`config.mk`:
```
export PLATFORM = sky130hd
export DESIGN_NAME = hand_curl_grip_detector
export DESIGN_NICKNAME = d
export VERILOG_FILES = /design/src/hcg_pkg.sv /design/src/hcg_alu.sv /design/src/hcg_grip.sv /design/src/hand_curl_grip_detector.sv
export SDC_FILE = /design/constraint.sdc
export NUM_CORES = 2
export LEC_CHECK = 0
export BUFFER_PORTS_ARGS = -buffer_cell sky130_fd_sc_hd__buf_2
export CAP_MARGIN = 10
export CORE_UTILIZATION = 60
export DETAILED_ROUTE_END_ITERATION = 10
export PLACE_DENSITY_LB_ADDON = 0.12
export SYNTH_ARGS = -nofsm -noshare
export SYNTH_HDL_FRONTEND = slang
export SYNTH_SLANG_ARGS = --single-unit
```
`constraint.sdc`:
```
create_clock -name clock -period 44 [get_ports clock]
set_input_delay 8.8 -clock clock [delete_from_list [all_inputs] [get_ports clock]]
set_output_delay 8.8 -clock clock [all_outputs]
set_load 0.005 [all_outputs]
```
`src/hcg_pkg.sv`:
```
// hcg_pkg: types, widths and constants shared by the hand curl grip detector.
// Used by hcg_alu, hcg_grip and hand_curl_grip_detector; depends on nothing.
package hcg_pkg;

   localparam int COORD_BITS_DEF = 24;
   localparam int FRAC_BITS_DEF  = 12;

   localparam int AW       = 64;   // shared unit operand width
   localparam int SQ_IN_W  = 30;   // magnitudes are squared at this width
   localparam int SUM_W    = 62;   // sum of three 60-bit squares
   localparam int SH_W     = 2;    // normalizing shift, at most 2 for 32-bit coords
   localparam int GRIP_W   = 13;   // Q12 grip values and thresholds
   localparam int CSUM_W   = 15;
   localparam int CNT_W    = 3;
   localparam int GST_W    = 2;
   localparam int RSP_W    = 24;   // 18 payload bits padded to whole bytes
   localparam int Q12_FRAC = 12;

   localparam logic [GRIP_W-1:0] GRIP_THR_RST = 13'd2458;
   localparam logic [GRIP_W-1:0] REL_THR_RST  = 13'd1638;
   localparam logic [GRIP_W:0]   STEP_FIFTH   = 14'd819;
   localparam logic [GRIP_W:0]   STEP_TENTH   = 14'd410;
   localparam logic [CNT_W-1:0]  CNT_MAX      = 3'd7;

   typedef enum logic {
      CSR_GRIP_THR = 1'b0,
      CSR_REL_THR  = 1'b1
   } csr_index_type;

   typedef enum logic [1:0] {
      ALU_SUB,
      ALU_ABSDIFF,
      ALU_MUL
   } alu_op_type;

   typedef struct packed {
      alu_op_type      op;
      logic [AW-1:0]   a;
      logic [AW-1:0]   b;
   } alu_req_type;

   typedef struct packed {
      logic [AW-1:0]   res;
      logic            ge;
   } alu_rsp_type;

   typedef enum logic [GST_W-1:0] {
      GS_OPEN     = 2'd0,
      GS_GRIPPING = 2'd1,
      GS_CLOSED   = 2'd2
   } grip_state_type;

   typedef struct packed {
      logic              update;
      logic [GRIP_W-1:0] value;
      logic [GRIP_W-1:0] grip_thr;
      logic [GRIP_W-1:0] rel_thr;
   } grip_upd_type;

   typedef enum logic [3:0] {
      ST_IDLE,
      ST_DIFF,
      ST_SHIFT,
      ST_MUL,
      ST_CHECK,
      ST_DIV,
      ST_SQRT,
      ST_CURL,
      ST_DIV3,
      ST_ACC,
      ST_AVG,
      ST_GRIP
   } seq_state_type;

endpackage

```
`src/hcg_alu.sv`:
```
// hcg_alu: the shared arithmetic unit: subtract/compare, absolute difference
// and a 30x30 multiply. Depends on hcg_pkg.
module hcg_alu (
   input  hcg_pkg::alu_req_type req,
   output hcg_pkg::alu_rsp_type rsp
);

   logic [hcg_pkg::AW-1:0]          diff;
   logic [2*hcg_pkg::SQ_IN_W-1:0]   prod;

   always_comb begin
      diff = req.a - req.b;
      prod = req.a[hcg_pkg::SQ_IN_W-1:0] * req.b[hcg_pkg::SQ_IN_W-1:0];
      rsp.ge  = (req.a >= req.b);
      rsp.res = diff;
      unique case (req.op)
         hcg_pkg::ALU_SUB: begin
            rsp.res = diff;
         end
         hcg_pkg::ALU_ABSDIFF: begin
            // operands are sign-extended coordinates, so no overflow here
            rsp.res = diff[hcg_pkg::AW-1] ? (hcg_pkg::AW'(0) - diff) : diff;
         end
         hcg_pkg::ALU_MUL: begin
            rsp.res = hcg_pkg::AW'(prod);
         end
         default: begin
            rsp.res = diff;
         end
      endcase
   end

endmodule

```
`src/hcg_grip.sv`:
```
// hcg_grip: open / gripping / closed state with hysteresis, updated once per
// frame. Depends on hcg_pkg.
module hcg_grip (
   input  logic                          clock,
   input  logic                          reset,
   input  hcg_pkg::grip_upd_type         upd,
   output logic [hcg_pkg::GST_W-1:0]     next_state
);

   hcg_pkg::grip_state_type hand_state_ff, hand_state_in, st;
   logic [hcg_pkg::GRIP_W:0] v, g, r;

   always_comb begin
      v = {1'b0, upd.value};
      g = {1'b0, upd.grip_thr};
      r = {1'b0, upd.rel_thr};
      unique case (hand_state_ff)
         hcg_pkg::GS_GRIPPING: begin
            if (v >= g + hcg_pkg::STEP_FIFTH)
               st = hcg_pkg::GS_CLOSED;
            else if (v + hcg_pkg::STEP_TENTH < g)
               st = hcg_pkg::GS_OPEN;
            else
               st = hcg_pkg::GS_GRIPPING;
         end
         hcg_pkg::GS_CLOSED: begin
            st = (v < r) ? hcg_pkg::GS_GRIPPING : hcg_pkg::GS_CLOSED;
         end
         default: begin
            st = (v >= g) ? hcg_pkg::GS_GRIPPING : hcg_pkg::GS_OPEN;
         end
      endcase
      // deep drop below the threshold skips straight back to open
      if (st == hcg_pkg::GS_GRIPPING && v + hcg_pkg::STEP_FIFTH < g)
         st = hcg_pkg::GS_OPEN;
      hand_state_in = upd.update ? st : hand_state_ff;
      next_state    = st;
   end

   always_ff @(posedge clock) begin
      if (reset)
         hand_state_ff <= hcg_pkg::GS_OPEN;
      else
         hand_state_ff <= hand_state_in;
   end

endmodule

```
`src/hand_curl_grip_detector.sv`:
```
// hand_curl_grip_detector: top level, sequencer and datapath registers.
// Depends on hcg_pkg, hcg_alu and hcg_grip.
//
// Usage: one req transaction per finger carries wrist, base and tip
// positions; req_tlast marks the last finger of a frame. Only that finger
// yields one rsp transaction: average curl, grip state and valid finger count.
// Each finger is worked through one shared subtract/multiply unit:
// 6 difference steps, 7 multiply steps, 2*FRAC_BITS divide steps,
// FRAC_BITS square root steps and FRAC_BITS+3 divide-by-three steps.
// A full finger runs through all of these steps from acceptance to the next
// req_tready; invalid or fully open fingers leave early. The last finger
// adds the average divide and the state update.
// req_tready is high only while no finger is being worked on.
// Results sit in an output register; the next finger is accepted while a
// result waits. A stalled rsp side blocks only the next frame's result step.
// Reset clears the accumulators, the grip state (open) and restores the
// threshold registers to their defaults. csr writes take effect in the cycle after csr_we.
module hand_curl_grip_detector #(
   parameter int COORD_BITS = hcg_pkg::COORD_BITS_DEF,
   parameter int FRAC_BITS  = hcg_pkg::FRAC_BITS_DEF
) (
   input  logic                                  clock,
   input  logic                                  reset,
   // wrist_x, wrist_y, wrist_z, base_x, base_y, base_z, tip_x, tip_y, tip_z
   input  logic [((9*COORD_BITS+7)/8)*8-1:0]     req_tdata,
   input  logic                                  req_tlast,
   input  logic                                  req_tvalid,
   output logic                                  req_tready,
   // grip_value[12:0], grip_state[14:13], valid_fingers[17:15], zero pad
   output logic [hcg_pkg::RSP_W-1:0]             rsp_tdata,
   output logic                                  rsp_tvalid,
   input  logic                                  rsp_tready,
   input  logic                                  csr_we,
   input  logic                                  csr_index,
   input  logic [hcg_pkg::GRIP_W-1:0]            csr_wdata
);

   localparam int CW     = COORD_BITS;
   localparam int Q_W    = 2*FRAC_BITS;
   localparam int N_W    = FRAC_BITS + 3;
   localparam int STEP_W = $clog2(2*FRAC_BITS + 1);
   localparam int SHR    = (FRAC_BITS >= hcg_pkg::Q12_FRAC) ? FRAC_BITS - hcg_pkg::Q12_FRAC : 0;
   localparam int SHL    = (FRAC_BITS <  hcg_pkg::Q12_FRAC) ? hcg_pkg::Q12_FRAC - FRAC_BITS : 0;
   localparam int AW     = hcg_pkg::AW;

   hcg_pkg::seq_state_type state_ff, state_in;
   logic [STEP_W-1:0]  step_ff, step_in;

   logic signed [CW-1:0] wrist_ff[3], base_ff[3], tip_ff[3];
   logic signed [CW-1:0] wrist_in[3], base_in[3], tip_in[3];
   logic [CW-1:0]        dm_ff[6], dm_in[6];
   logic                 last_ff, last_in, bad_ff, bad_in, fv_ff, fv_in;
   logic [hcg_pkg::SH_W-1:0]       sh_ff, sh_in;
   logic [2*hcg_pkg::SQ_IN_W-1:0]  prod_ff, prod_in;
   logic [hcg_pkg::SUM_W-1:0]      st_ff, st_in, ss_ff, ss_in;
   logic [AW-1:0]                  rem_ff, rem_in;
   logic [Q_W-1:0]                 quo_ff, quo_in, res_ff, res_in, sqbit_ff, sqbit_in;
   logic [N_W-1:0]                 n_ff, n_in;
   logic [hcg_pkg::GRIP_W-1:0]     curl_ff, curl_in;
   logic [hcg_pkg::CSUM_W-1:0]     sum_ff, sum_in;
   logic [hcg_pkg::CNT_W-1:0]      cnt_ff, cnt_in;
   logic [hcg_pkg::GRIP_W-1:0]     grip_thr_ff, grip_thr_in, rel_thr_ff, rel_thr_in;
   logic                           rsp_valid_ff, rsp_valid_in;
   logic [hcg_pkg::RSP_W-1:0]      rsp_data_ff, rsp_data_in;

   hcg_pkg::alu_req_type   alu_req;
   hcg_pkg::alu_rsp_type   alu_rsp;
   hcg_pkg::grip_upd_type  grip_upd;
   logic [hcg_pkg::GST_W-1:0] grip_next;

   logic [2:0]           k;
   logic [1:0]           idx;
   logic [CW-1:0]        orv, dm_sel;
   logic [AW-1:0]        t;
   logic [Q_W-1:0]       qf, trial, cl;
   logic [N_W-1:0]       five_r, four_one;
   logic [hcg_pkg::GRIP_W-1:0] avg;
   logic                 grip_load;

   hcg_alu u_alu (
      .req (alu_req),
      .rsp (alu_rsp)
   );

   hcg_grip u_grip (
      .clock      (clock),
      .reset      (reset),
      .upd        (grip_upd),
      .next_state (grip_next)
   );

   assign req_tready = (state_ff == hcg_pkg::ST_IDLE);
   assign rsp_tvalid = rsp_valid_ff;
   assign rsp_tdata  = rsp_data_ff;

   // configuration writes
   always_comb begin
      grip_thr_in = grip_thr_ff;
      rel_thr_in  = rel_thr_ff;
      if (csr_we) begin
         unique case (hcg_pkg::csr_index_type'(csr_index))
            hcg_pkg::CSR_GRIP_THR: grip_thr_in = csr_wdata;
            hcg_pkg::CSR_REL_THR:  rel_thr_in  = csr_wdata;
            default:               grip_thr_in = grip_thr_ff;
         endcase
      end
   end

   always_comb begin
      state_in = state_ff;
      step_in  = step_ff;
      wrist_in = wrist_ff;
      base_in  = base_ff;
      tip_in   = tip_ff;
      dm_in    = dm_ff;
      last_in  = last_ff;
      bad_in   = bad_ff;
      fv_in    = fv_ff;
      sh_in    = sh_ff;
      prod_in  = prod_ff;
      st_in    = st_ff;
      ss_in    = ss_ff;
      rem_in   = rem_ff;
      quo_in   = quo_ff;
      res_in   = res_ff;
      sqbit_in = sqbit_ff;
      n_in     = n_ff;
      curl_in  = curl_ff;
      sum_in   = sum_ff;
      cnt_in   = cnt_ff;
      rsp_data_in = rsp_data_ff;
      rsp_valid_in = rsp_valid_ff & ~rsp_tready;
      grip_load = 1'b0;

      alu_req.op = hcg_pkg::ALU_SUB;
      alu_req.a  = '0;
      alu_req.b  = '0;

      k      = step_ff[2:0];
      idx    = (k < 3'd3) ? k[1:0] : 2'(k - 3'd3);
      orv    = '0;
      dm_sel = (k < 3'd6) ? dm_ff[k] : '0;
      t      = '0;
      qf     = {quo_ff[Q_W-2:0], alu_rsp.ge};
      trial  = res_ff + sqbit_ff;
      cl     = '0;
      five_r = (N_W'(res_ff[FRAC_BITS-1:0]) << 2) + N_W'(res_ff[FRAC_BITS-1:0]);
      four_one = N_W'(4) << FRAC_BITS;
      avg    = (cnt_ff == '0) ? '0 : quo_ff[hcg_pkg::GRIP_W-1:0];

      grip_upd.update   = 1'b0;
      grip_upd.value    = avg;
      grip_upd.grip_thr = grip_thr_ff;
      grip_upd.rel_thr  = rel_thr_ff;

      unique case (state_ff)
         hcg_pkg::ST_IDLE: begin
            for (int i = 0; i < 3; i++) begin
               wrist_in[i] = req_tdata[i*CW +: CW];
               base_in[i]  = req_tdata[(3+i)*CW +: CW];
               tip_in[i]   = req_tdata[(6+i)*CW +: CW];
            end
            last_in = req_tlast;
            bad_in  = (req_tdata[3*CW +: 3*CW] == '0) || (req_tdata[6*CW +: 3*CW] == '0);
            if (req_tvalid) begin
               step_in  = '0;
               st_in    = '0;
               ss_in    = '0;
               state_in = hcg_pkg::ST_DIFF;
            end
         end
         hcg_pkg::ST_DIFF: begin
            // tip-base for steps 0..2, base-wrist for steps 3..5
            alu_req.op = hcg_pkg::ALU_ABSDIFF;
            if (k < 3'd3) begin
               alu_req.a = AW'(tip_ff[idx]);
               alu_req.b = AW'(base_ff[idx]);
            end else begin
               alu_req.a = AW'(base_ff[idx]);
               alu_req.b = AW'(wrist_ff[idx]);
            end
            dm_in[k] = alu_rsp.res[CW-1:0];
            step_in  = step_ff + 1'b1;
            if (k == 3'd5) begin
               step_in  = '0;
               state_in = hcg_pkg::ST_SHIFT;
            end
         end
         hcg_pkg::ST_SHIFT: begin
            for (int i = 0; i < 6; i++)
               orv = orv | dm_ff[i];
            sh_in = '0;
            for (int i = 0; i < CW; i++)
               if (orv[i] && i >= hcg_pkg::SQ_IN_W)
                  sh_in = hcg_pkg::SH_W'(i - hcg_pkg::SQ_IN_W + 1);
            state_in = hcg_pkg::ST_MUL;
         end
         hcg_pkg::ST_MUL: begin
            // product of step k is registered and added in step k+1
            alu_req.op = hcg_pkg::ALU_MUL;
            alu_req.a  = AW'(hcg_pkg::SQ_IN_W'(dm_sel >> sh_ff));
            alu_req.b  = AW'(hcg_pkg::SQ_IN_W'(dm_sel >> sh_ff));
            prod_in    = alu_rsp.res[2*hcg_pkg::SQ_IN_W-1:0];
            if (k != 3'd0) begin
               if (k <= 3'd3)
                  st_in = st_ff + hcg_pkg::SUM_W'(prod_ff);
               else
                  ss_in = ss_ff + hcg_pkg::SUM_W'(prod_ff);
            end
            step_in = step_ff + 1'b1;
            if (k == 3'd6) begin
               step_in  = '0;
               state_in = hcg_pkg::ST_CHECK;
            end
         end
         hcg_pkg::ST_CHECK: begin
            alu_req.a = AW'(st_ff);
            alu_req.b = AW'(ss_ff);
            if (bad_ff || ss_ff == '0) begin
               fv_in    = 1'b0;
               state_in = hcg_pkg::ST_ACC;
            end else if (alu_rsp.ge) begin
               fv_in    = 1'b1;
               curl_in  = '0;
               state_in = hcg_pkg::ST_ACC;
            end else begin
               rem_in   = AW'(st_ff);
               quo_in   = '0;
               step_in  = '0;
               state_in = hcg_pkg::ST_DIV;
            end
         end
         hcg_pkg::ST_DIV: begin
            t         = rem_ff << 1;
            alu_req.a = t;
            alu_req.b = AW'(ss_ff);
            rem_in    = alu_rsp.ge ? alu_rsp.res : t;
            quo_in    = qf;
            step_in   = step_ff + 1'b1;
            if (step_ff == STEP_W'(Q_W-1)) begin
               rem_in   = AW'(qf);
               res_in   = '0;
               sqbit_in = Q_W'(1) << (Q_W-2);
               step_in  = '0;
               state_in = hcg_pkg::ST_SQRT;
            end
         end
         hcg_pkg::ST_SQRT: begin
            alu_req.a = rem_ff;
            alu_req.b = AW'(trial);
            if (alu_rsp.ge) begin
               rem_in = alu_rsp.res;
               res_in = (res_ff >> 1) + sqbit_ff;
            end else begin
               res_in = res_ff >> 1;
            end
            sqbit_in = sqbit_ff >> 2;
            step_in  = step_ff + 1'b1;
            if (step_ff == STEP_W'(FRAC_BITS-1)) begin
               step_in  = '0;
               state_in = hcg_pkg::ST_CURL;
            end
         end
         hcg_pkg::ST_CURL: begin
            alu_req.a = AW'(four_one);
            alu_req.b = AW'(five_r);
            fv_in     = 1'b1;
            if (!alu_rsp.ge || alu_rsp.res == '0) begin
               curl_in  = '0;
               state_in = hcg_pkg::ST_ACC;
            end else begin
               n_in     = alu_rsp.res[N_W-1:0];
               rem_in   = '0;
               quo_in   = '0;
               step_in  = '0;
               state_in = hcg_pkg::ST_DIV3;
            end
         end
         hcg_pkg::ST_DIV3: begin
            t         = (rem_ff << 1) | AW'(n_ff[N_W-1]);
            alu_req.a = t;
            alu_req.b = AW'(3);
            rem_in    = alu_rsp.ge ? alu_rsp.res : t;
            quo_in    = qf;
            n_in      = n_ff << 1;
            step_in   = step_ff + 1'b1;
            if (step_ff == STEP_W'(N_W-1)) begin
               cl       = (qf > (Q_W'(1) << FRAC_BITS)) ? (Q_W'(1) << FRAC_BITS) : qf;
               curl_in  = hcg_pkg::GRIP_W'((cl >> SHR) << SHL);
               step_in  = '0;
               state_in = hcg_pkg::ST_ACC;
            end
         end
         hcg_pkg::ST_ACC: begin
            if (fv_ff && cnt_ff < hcg_pkg::CNT_MAX) begin
               sum_in = sum_ff + hcg_pkg::CSUM_W'(curl_ff);
               cnt_in = cnt_ff + 1'b1;
            end
            if (last_ff) begin
               rem_in   = '0;
               quo_in   = '0;
               step_in  = '0;
               state_in = hcg_pkg::ST_AVG;
            end else begin
               state_in = hcg_pkg::ST_IDLE;
            end
         end
         hcg_pkg::ST_AVG: begin
            // sum shifts out msb first; it is cleared at the end of the frame anyway
            t         = (rem_ff << 1) | AW'(sum_ff[hcg_pkg::CSUM_W-1]);
            alu_req.a = t;
            alu_req.b = AW'(cnt_ff);
            rem_in    = alu_rsp.ge ? alu_rsp.res : t;
            quo_in    = qf;
            sum_in    = sum_ff << 1;
            step_in   = step_ff + 1'b1;
            if (step_ff == STEP_W'(hcg_pkg::CSUM_W-1)) begin
               step_in  = '0;
               state_in = hcg_pkg::ST_GRIP;
            end
         end
         hcg_pkg::ST_GRIP: begin
            if (!rsp_valid_ff || rsp_tready) begin
               grip_load       = 1'b1;
               grip_upd.update = 1'b1;
               rsp_valid_in    = 1'b1;
               rsp_data_in     = hcg_pkg::RSP_W'({cnt_ff, grip_next, avg});
               sum_in          = '0;
               cnt_in          = '0;
               state_in        = hcg_pkg::ST_IDLE;
            end
         end
         default: begin
            state_in = hcg_pkg::ST_IDLE;
         end
      endcase
   end

   always_ff @(posedge clock) begin
      if (reset) begin
         state_ff     <= hcg_pkg::ST_IDLE;
         step_ff      <= '0;
         sum_ff       <= '0;
         cnt_ff       <= '0;
         rsp_valid_ff <= 1'b0;
         grip_thr_ff  <= hcg_pkg::GRIP_THR_RST;
         rel_thr_ff   <= hcg_pkg::REL_THR_RST;
      end else begin
         state_ff     <= state_in;
         step_ff      <= step_in;
         sum_ff       <= sum_in;
         cnt_ff       <= cnt_in;
         rsp_valid_ff <= rsp_valid_in;
         grip_thr_ff  <= grip_thr_in;
         rel_thr_ff   <= rel_thr_in;
      end
   end

   always_ff @(posedge clock) begin
      wrist_ff    <= wrist_in;
      base_ff     <= base_in;
      tip_ff      <= tip_in;
      dm_ff       <= dm_in;
      last_ff     <= last_in;
      bad_ff      <= bad_in;
      fv_ff       <= fv_in;
      sh_ff       <= sh_in;
      prod_ff     <= prod_in;
      st_ff       <= st_in;
      ss_ff       <= ss_in;
      rem_ff      <= rem_in;
      quo_ff      <= quo_in;
      res_ff      <= res_in;
      sqbit_ff    <= sqbit_in;
      n_ff        <= n_in;
      curl_ff     <= curl_in;
      rsp_data_ff <= rsp_data_in;
   end

   a_one_at_a_time: assert property (@(posedge clock) disable iff (reset)
      (req_tvalid && req_tready) |=> !req_tready)
      else $error("finger accepted while another is in work");

   a_rsp_hold: assert property (@(posedge clock) disable iff (reset)
      (rsp_valid_ff && !rsp_tready) |=> (rsp_valid_ff && $stable(rsp_data_ff)))
      else $error("pending result overwritten");

   a_grip_range: assert property (@(posedge clock) disable iff (reset)
      rsp_valid_ff |-> (rsp_data_ff[hcg_pkg::GRIP_W-1:0] <= 13'd4096))
      else $error("grip value above one");

   a_frame_clear: assert property (@(posedge clock) disable iff (reset)
      grip_load |=> (cnt_ff == '0 && sum_ff == '0))
      else $error("accumulators not cleared after frame");

endmodule
```
==> results_dict.tcl <==
set metrics [dict create \
    topRoutingLayerUsed "met5" \
    critical_path_arrival_ns 18.70 \
    synth_edf_count 716 \
    finalCritPeriodShare 0.419 \
    crit_path_end_kind "register" \
    synth-warning-count 0 \
    syn_area_mm2 0.0794 \
    die_area_mm2 0.134 \
    synth_cell_type_count 106 \
    core-area_mm2 0.131 \
    path_max_fanout 73 \
    setup_tns_ns 0 \
    start_util 0.604 \
    drt-wirelength-per-cell_um 29.2 \
    post_cts_buffers 0 \
    postCtsHoldBufs 0 \
    grt_pass1_vias 67662 \
    grt_usage 0.455 \
    cts_root_buf "clkbuf_16" \
    rsz0062_at_grt "no" \
    num_rows 133 \
    drv_cap 1 \
    clock_path_buffers 3 \
    relSlewSlack -0.0241 \
    clk_pin_slew_ns 0.07 \
    critical_path.max_stage_delay_ns 0.91 \
    synthFlopType "edfxtp_1" \
    async_flop_share 0 \
    gp_congestion 1.06 \
    drc 15 \
    route.met3.wl_mm 45.3 \
    worstMarginPinSlew_ns 1.53 \
    cts_resized 0 \
    drtAntennaViolNets 0 \
    clkLatencyLatePin_ns 0.69 \
    path_class "register to register" \
    port_buffers 255 \
    overflow 0 \
    grt_pass1_wl_mm 449 \
    startpoint_type "register" \
    grt_max_degree 90 \
    area_growth_pct 7.36 \
    hold_class "register to register" \
    clock_sinks 772 \
    ios 262 \
    fin_crit_ns 18.43 \
    drt_wl_total_mm 306 \
    slew_violations 4 \
    first_pass_iters 11 \
    drt-met1-wl_mm 114 \
    viasPerCell 6.66 \
    fin_nets 10257 \
    htreeDepth 3 \
    synth_cells 8577 \
    dr_wl_met2_mm 126 \
    syn_area_per_cell_um2 9.26 \
    final-setup-viol-count 0 \
    dpl.hpwl_mm 236 \
    critPathMostFrequentCell "fa_1" \
    crit_slowest_cell "nor2_1" \
    violations "design-rule violations, max-capacitance violations, max-slew violations" \
    antenna_found_initial 28 \
    synth_seq_cells 772 \
    die_y_um 366 \
    clock_skew_ns 0.0432 \
    critPathRequiredTime_ns 44.28 \
    status "finished with violations" \
    final_core_util 0.649 \
    drtIter0Drc 10107 \
    drive_gt1_frac 0.0793 \
    vias 69724 \
    max_freq_ghz 0.0543 \
    hold_violations 0 \
    yosysSeqAreaShare 0.285 \
    cts_made_buffers 75 \
    die_w_um 366 \
    tritoncts "built" \
]
==> layer usage <==
layer / track usage / vias up
met5: 0 / -
li1: - / 29675
met2: 0.642 / 4976
met4: 0.250 / 20
met3: 0.151 / 971
met1: 0.616 / 34082
==> cell families (layout without fill, tap and decap cells) <==
logic type,count (synthesis),count (layout),synth area share
and+or+nand+nor,2721,2721,0.158
AOI/OAI and AO/OA,1860,1860,0.157
DFF,772,772,0.285
other,1,17,0.0000472
buffers and inverters,1525,1647,0.0726
adders and majority gates,1376,1376,0.291
xor gates and xnor gates,284,284,0.0314
muxes,38,38,0.00491
==> synth_stat cells (all sizes together), types with 58 or more instances <==
cell type,count,area [um2]
nor2b,81,507
a21oi,566,2860
o21ai,254,1290
or3,72,455
nor3,105,531
nand2b,88,551
a21o,165,1240
fa,785,15700
a31oi,87,551
xnor2,171,1510
nor4,96,647
xor2,113,990
a22oi,115,863
clkbuf,357,1340
ha,591,7390
and2,132,826
nand2,939,3520
edfxtp,716,21500
inv,1089,4090
nor2,856,3210
buf,58,264
a222oi,63,631
nand3,115,576
nand4,65,407
a211oi,123,938
==> sequential cells by signal, summed over array words and instances (netlist names), 15 cells and up <==
| register | cells |
|---|---|
| base_ff | 72 |
| dm_ff | 144 |
| n_ff | 15 |
| prod_ff | 60 |
| quo_ff | 23 |
| rem_ff | 64 |
| res_ff | 24 |
| rsp_tdata | 18 |
| ss_ff | 62 |
| st_ff | 62 |
| sum_ff | 15 |
| tip_ff | 72 |
| wrist_ff | 72 |
==> critical path: cells and delay by family, from the launching register on <==
family                     cells  cell delay, ns
AOI/OAI and AO/OA             18            5.20
adders and majority gates     10            4.60
xor gates and xnor gates       1            0.27
and+or+nand+nor                8            3.95
buffers and inverters          9            3.25
DFF                            1            0.62
==> cell type report <==
| cell class | instances | area (um2) |
|---|---|---|
| Multi-Input combinational cell | 6285 | 51500 |
| Tap cell | 1755 | 2200 |
| Sequential cell | 772 | 22600 |
| Inverter | 1110 | 4180 |
| Clock inverter | 41 | 362 |
| Fill cell | 10870 | 46200 |
| Antenna cell | 11 | 27.5 |
| Clock buffer | 95 | 2020 |
| Timing Repair Buffer | 401 | 2370 |
==> per-stage QoR <==
stage | setup WS (ns) | hold WS (ns) | std cells | instance area [um2]
5_1_grt | 25.06 | 0.471 | 10462 | 85300
2_1_floorplan | 21.85 | 0.434 | 8582 | 79500
3_5_place_dp | 26.08 | 0.447 | 10323 | 82900
6_report | 25.57 | 0.458 | 10470 | 85300
4_1_cts | 26.03 | 0.455 | 10459 | 85300
3_3_place_gp | 26.40 | 0.442 | 10322 | 82900
==> placed cells by master (no fill, tap or decap), types with 113 or more instances in the layout <==
cell type	count
a211oi_1	117
a21o_1	165
a21oi_1	553
a22oi_1	115
and2_1	128
buf_2	255
buf_4	146
edfxtp_1	716
fa_1	785
ha_1	589
inv_1	1085
nand2_1	935
nand3_1	115
nor2_1	839
o21ai_0	239
xnor2_1	170
xor2_1	113
==> worst paths after layout <==
path                       start             end  slack, ns  cells past startpoint
setup / recovery      step_ff[1]     curl_ff[10]      25.57                     46
hold reg to reg   rel_thr_ff[12]  rel_thr_ff[12]       0.46                      2
hold / removal    rel_thr_ff[12]  rel_thr_ff[12]       0.46                      2
setup reg to reg      step_ff[1]     curl_ff[10]      25.57                     46
Power is not shown: default switching activity piles up to over one toggle a cycle in this logic, so the estimate is an artifact.
